**src/ecr_pkg.sv**
```systemverilog
// Shared types and constants for the elastic collision response pipeline.
// No dependencies; the stage modules, the top level and the test package import it.
package ecr_pkg;

	localparam int VW   = 32;            // Q16.16 vector component width
	localparam int MW   = 32;            // Q24.8 mass width
	localparam int QW   = 35;            // quotient bits per divide
	localparam int DENW = 64;            // divisor / remainder width
	localparam int NUMW = DENW + QW;     // dividend width

	localparam logic [MW-1:0] HOLD_MASS_RST = MW'(256000000);

	typedef logic [2:0][VW-1:0] vec3_t;

	// one input request as it enters the pipeline
	typedef struct packed {
		vec3_t          va;
		vec3_t          vb;
		vec3_t          pen;
		logic [MW-1:0]  mass_a;
		logic [MW-1:0]  mass_b;
		logic [1:0]     held_flags;
	} pair_t;

	// side data that travels alongside the arithmetic of one request
	typedef struct packed {
		vec3_t              va;
		vec3_t              vb;
		logic [2:0]         pneg;
		logic               hit;
		logic [MW-1:0]      ma;
		logic [MW-1:0]      mb;
		logic [MW:0]        total;
		logic [2:0][QW-1:0] ax;
	} side_t;

	typedef struct packed {
		logic [2:0][NUMW-1:0] num;
		logic [DENW-1:0]      den;
		side_t                side;
	} div_in_t;

	typedef struct packed {
		logic [2:0][QW-1:0]   q;
		logic [2:0][DENW-1:0] rem;
		side_t                side;
	} div_out_t;

	typedef struct packed {
		vec3_t nva;
		vec3_t nvb;
		logic  collided;
	} resp_t;

endpackage

```
**src/ecr_apply.sv**
```systemverilog
// Final stages: derive both velocity changes from one quotient, apply signs,
// add, saturate and select the pass-through case. Depends on ecr_pkg.
module ecr_apply (
	input  logic              clk,
	input  logic              arst_n,
	input  logic              en,
	input  logic              in_v,
	input  ecr_pkg::div_out_t in_d,
	output logic              out_v,
	output ecr_pkg::resp_t    out_d
);
	import ecr_pkg::*;

	function automatic logic [VW-1:0] sat32(input logic signed [38:0] x);
		if (x > 39'sd2147483647)
			return 32'h7fff_ffff;
		else if (x < -39'sd2147483648)
			return 32'h8000_0000;
		else
			return x[VW-1:0];
	endfunction

	// widen and combine one velocity component with its signed change
	function automatic logic [38:0] ta_of(input logic [VW-1:0] v, input logic [37:0] dv,
			input logic sub);
		logic [38:0] a;
		logic [38:0] b;
		a = {{7{v[VW-1]}}, v};
		b = {dv[37], dv};
		return sub ? a - b : a + b;
	endfunction

	logic             v_s1;
	side_t            side_s1;
	logic [2:0][37:0] sda_s1, sdb_s1;
	logic [2:0][36:0] db_c;
	logic [2:0]       tie_c;
	logic             upd;
	resp_t            resp_c;

	// B's change is 2*ax minus A's, plus one when A's quotient was an exact tie
	always_comb begin
		for (int i = 0; i < 3; i++) begin
			tie_c[i] = !in_d.side.total[0] && (in_d.rem[i] == '0);
			db_c[i]  = 37'({in_d.side.ax[i], 1'b0}) - 37'(in_d.q[i]) + 37'(tie_c[i]);
		end
	end

	assign upd = side_s1.hit && (side_s1.total != '0);

	// pass both velocities through unless the spheres approach and carry mass
	always_comb begin
		resp_c.nva      = side_s1.va;
		resp_c.nvb      = side_s1.vb;
		resp_c.collided = side_s1.hit;
		if (upd) begin
			for (int i = 0; i < 3; i++) begin
				resp_c.nva[i] = sat32($signed(ta_of(side_s1.va[i], sda_s1[i], 1'b1)));
				resp_c.nvb[i] = sat32($signed(ta_of(side_s1.vb[i], sdb_s1[i], 1'b0)));
			end
		end
	end

	always_ff @(posedge clk or negedge arst_n) begin
		if (!arst_n) begin
			v_s1  <= 1'b0;
			out_v <= 1'b0;
		end else if (en) begin
			v_s1  <= in_v;
			out_v <= v_s1;
		end
	end

	always_ff @(posedge clk) begin
		if (en) begin
			side_s1 <= in_d.side;
			for (int i = 0; i < 3; i++) begin
				sda_s1[i] <= in_d.side.pneg[i] ? 38'(-38'(in_d.q[i])) : 38'(in_d.q[i]);
				sdb_s1[i] <= in_d.side.pneg[i] ? 38'(-38'(db_c[i])) : 38'(db_c[i]);
			end
			out_d <= resp_c;
		end
	end

endmodule

```
**config.mk**
```make
export PLATFORM = sky130hd
export DESIGN_NAME = ecr_apply
export DESIGN_NICKNAME = d
export VERILOG_FILES = /design/src/ecr_pkg.sv /design/src/ecr_apply.sv
export SDC_FILE = /design/constraint.sdc
export NUM_CORES = 2
export LEC_CHECK = 0
export BUFFER_PORTS_ARGS = -buffer_cell sky130_fd_sc_hd__buf_2
export CORE_ASPECT_RATIO = 0.5
export CORE_MARGIN = 2
export CORE_UTILIZATION = 49
export CTS_CLUSTER_SIZE = 28
export DETAILED_ROUTE_END_ITERATION = 8
export GPL_TIMING_DRIVEN = 0
export PLACE_DENSITY = 0.72
export SYNTH_ARGS = -nofsm -noshare
export SYNTH_HDL_FRONTEND = slang
export SYNTH_SLANG_ARGS = --single-unit
export TNS_END_PERCENT = 100
```
**constraint.sdc**
```tcl
create_clock -name clk -period 10.9 [get_ports clk]
set_clock_uncertainty 0.15 [all_clocks]
set_input_delay 2.18 -clock clk [delete_from_list [all_inputs] [get_ports clk]]
set_output_delay 2.18 -clock clk [all_outputs]
set_load 0.05 [all_outputs]
```
==> impl_metrics.py <==
metrics = {
    "run_status": {
        "status": "finished with violations",
        "failed_checks": "capacitance limit, slew limit",
    },
    "detailed_routing": {
        "dr.pass1.iters": 6,
        "drtAntennaViolNets": 0,
        "drt_wl_total_um": 174000,
        "vias": 43100,
        "vias_per_cell": 6.03,
        "drcViolationCount": 0,
        "drt_iter0_drc": 4076,
        "wl_per_cell_um": 24.4,
    },
    "floorplanning": {
        "die-width_um": 440,
        "rows": 79,
        "start_util_pct": 49.8,
        "die_h_um": 222,
        "dieArea_um2": 97700,
        "ios": 893,
        "core-area_um2": 93600,
    },
    "synthesis": {
        "synth_common_cells": "edfxtp_1, a21oi_1, nor2_1",
        "synth_warnings": 0,
        "synth.largest_area_cell": "edfxtp_1",
        "synth_edf_count": 647,
        "ys.flop_type": "edfxtp_1",
        "ys_seq_area_share_pct": 41.8,
        "async_reset_ff_share_pct": 0.308,
        "netlist_area_um2": 46600,
        "ys_ff_latch": 649,
        "syn_nets": 5959,
        "synthTopCellsByArea": "edfxtp_1, ha_1, xnor2_1",
        "synth_top_area_share_pct": 41.7,
        "synth_area_per_cell_um2": 9.49,
        "yosysMostFrequentCell": "edfxtp_1",
        "synthDistinctLibCells": 86,
        "synthCells": 4912,
    },
    "worst_setup_path": {
        "crit_cells": 18,
        "arrival_ns": 9.27,
        "cp_slowest_cell": "nor4_1",
        "critical_path.top_delay_family": "simple AND/OR/NAND/NOR gates",
        "critPathMaxStageDelay_ns": 0.78,
        "cp-end-kind": "flip-flop",
        "critPathLaunchType": "input pin",
        "reg2reg_depth": 15,
        "crit_fanout": 5,
        "crit_path_cell_trace": "buf_2 > nor4_1 > nand4_1 > nor4_1 > nand4_1 > ha_1 > fa_1 > nand2b_1 > a21oi_1 > o2111ai_1 > a31o_2 > a221o_1 > a2111oi_0 > nand4bb_1 > nor3_1 > or4b_1 > o31ai_1 > xnor2_1",
        "cp.required_ns": 11.17,
        "r2r_start": "sdb_s1[76]",
        "r2r_setup_slack_ns": 5.09,
        "critPathBufInv": 1,
        "r2r-end": "out_d[95]",
        "crit_type": "in -> reg",
    },
    "power_and_ir_drop": {
        "seqPwrFrac_pct": 35.9,
        "power.leakage_nw": 22.6,
        "internal_power_mw": 5.61,
        "pwr-share-comb_pct": 40.0,
        "p_switching_mw": 3.62,
        "finalPower_mw": 9.23,
        "p_clk_share_pct": 24.0,
        "power_density_nw_per_um2": 169,
        "swShare_pct": 39.2,
        "ir_drop_mv": 0.151,
    },
    "placed_design": {
        "place_congestion": 1.05,
        "dpl-instance-area_um2": 52500,
        "dpl.cell_count": 7003,
        "port_buffers": 827,
        "dp_slack_ns": 1.40,
        "hpwl_um": 142000,
    },
    "min_path": {
        "hold_end": "out_d[0]",
        "hold_path.class": "reg -> reg",
        "min_from": "resp_c[0]",
        "worstHoldPathCells": 0,
    },
    "clock_tree": {
        "holdBufCountCts": 0,
        "clock_path_buffers": 3,
        "htreeDepth": 2,
        "clk_latency_ns": 0.71,
        "cts_sinks": 649,
        "clk_pin_slew_ns": 0.07,
        "cts_tree": "yes",
        "post_cts_buffers": 0,
        "root_buffer": "clkbuf_16",
        "cts_inserted_buffers": 61,
        "cts_resized": 0,
    },
    "timing": {
        "tightest_slew_ns": 1.55,
        "rsz0062_at_grt": "false",
        "slew_violations": 2,
        "period_needed_ns": 9.00,
        "final_hold_viol_count": 0,
        "slew-limit-headroom_pct": -4.04,
        "fin_crit_sh_pct": 82.5,
        "max_clock_freq_ghz": 0.111,
        "setup-violations-final": 0,
        "layout_setup_ws_ns": 1.90,
    },
    "finish": {
        "layout-drive-gt1-share_pct": 16.9,
        "fin_nets": 6858,
        "fin_cells": 7145,
        "area_growth_pct": 17.1,
        "design_area_um2": 54600,
        "final_util_pct": 58.3,
    },
    "run": {
        "drv_cap": 1,
    },
    "global_route": {
        "grt_first_pass_wirelength_um": 255000,
        "grt_usage_pct": 34.4,
        "grt_pass1_vias": 40600,
        "antenna_found_initial": 60,
        "grt-ovfl-total": 0,
        "grt_max_degree": 135,
    },
}
## state kept, by name, indices dropped and copies added, names as in the netlist
name,cells
out_d,193
out_v,1
resp_c,1
sda_s1,114
sdb_s1,114
side_s1,225
v_s1,1
## worst register-to-register path, cell delays in order, from the launching register on
cell and delay [ns]:
edfxtp_1 0.37, ha_1 0.20, inv_1 0.06, fa_1 0.40
nand2b_1 0.19, a21o_1 0.19, a211oi_1 0.38, o2111ai_1 0.29
a211oi_1 0.63, o211ai_1 0.29, and2_1 0.30, a311o_1 0.38
o41ai_1 0.88, clkbuf_1 0.48, a31oi_1 0.15, nor2_1 0.27
## placed cells by master (no fill, tap or decap), drive strengths merged, types with 39 or more instances in the layout
master	synthesis	routed
a221o	39	39
nand3	111	111
a211oi	39	39
xor2	131	131
ha	339	339
a31oi	43	43
buf	3	839
and2	41	41
nor3	75	75
inv	322	327
nand2	384	384
edfxtp	647	647
nor4	82	82
o21a	55	55
or3	40	40
nor2	417	417
nand2b	43	43
xnor2	340	340
o31ai	65	65
a21oi	457	457
clkbuf	171	238
o21ai	308	308
nand4	85	85
o21bai	41	41
a21o	167	167
## layer usage
| metal | track usage (%) | up-vias | wire length [um] |
|---|---|---|---|
| met1 | 46.8 | 20800 | 74800 |
| met4 | 12.8 | 8 | 6320 |
| met3 | 5.37 | 317 | 12100 |
| met2 | 55.5 | 1756 | 81200 |
| li1 | - | 20200 | - |
| met5 | 0 | - | 56 |
## worst max path at each step
stage / end / start
3_3_place_gp: v_s1 / en
6_report: sdb_s1[74] / in_d[469]
5_1_grt: sdb_s1[70] / in_d[469]
2_1_floorplan: sdb_s1[69] / in_d[483]
4_1_cts: sdb_s1[74] / in_d[469]
3_5_place_dp: sdb_s1[74] / in_d[469]
## kinds of logic after synthesis
kind of cell / after synthesis / share of synthesized area (%)
simple gates: 1452 / 15.1
fa+ha+maj: 348 / 9.49
compound gates: 1480 / 20.4
flops: 649 / 41.8
mux: 16 / 0.357
buf+inv: 496 / 4.00
xor+xnor: 471 / 8.85
## stage by stage
stage	hold slack (ns)	TNS (ns)
floorplan	0.300	0
finish	0.368	0
detailed placement	0.356	0
CTS	0.371	0
global placement	0.332	-1273.47
global route	0.396	0
## power groups by stage
stage	logic, mW	registers, mW	clock network, mW
after global placement	3.54	3.40	0
after detailed placement	3.60	3.36	0
after global routing	4.01	3.34	2.35
final	3.70	3.32	2.22
after CTS	3.63	3.31	2.25
after floorplan	2.21	3.63	0
## area by class of cell
type | count | area (um^2)
Fill cell | 8191 | 39000
Multi-Input combinational cell | 3767 | 25300
Sequential cell | 649 | 19500
Timing Repair Buffer | 836 | 4310
Tap cell | 1255 | 1570
Clock buffer | 67 | 1550
Inverter | 322 | 1210
Buffer | 174 | 654
Clock inverter | 45 | 433
Antenna cell | 30 | 75.1
Power figures use the tool's default switching activity.
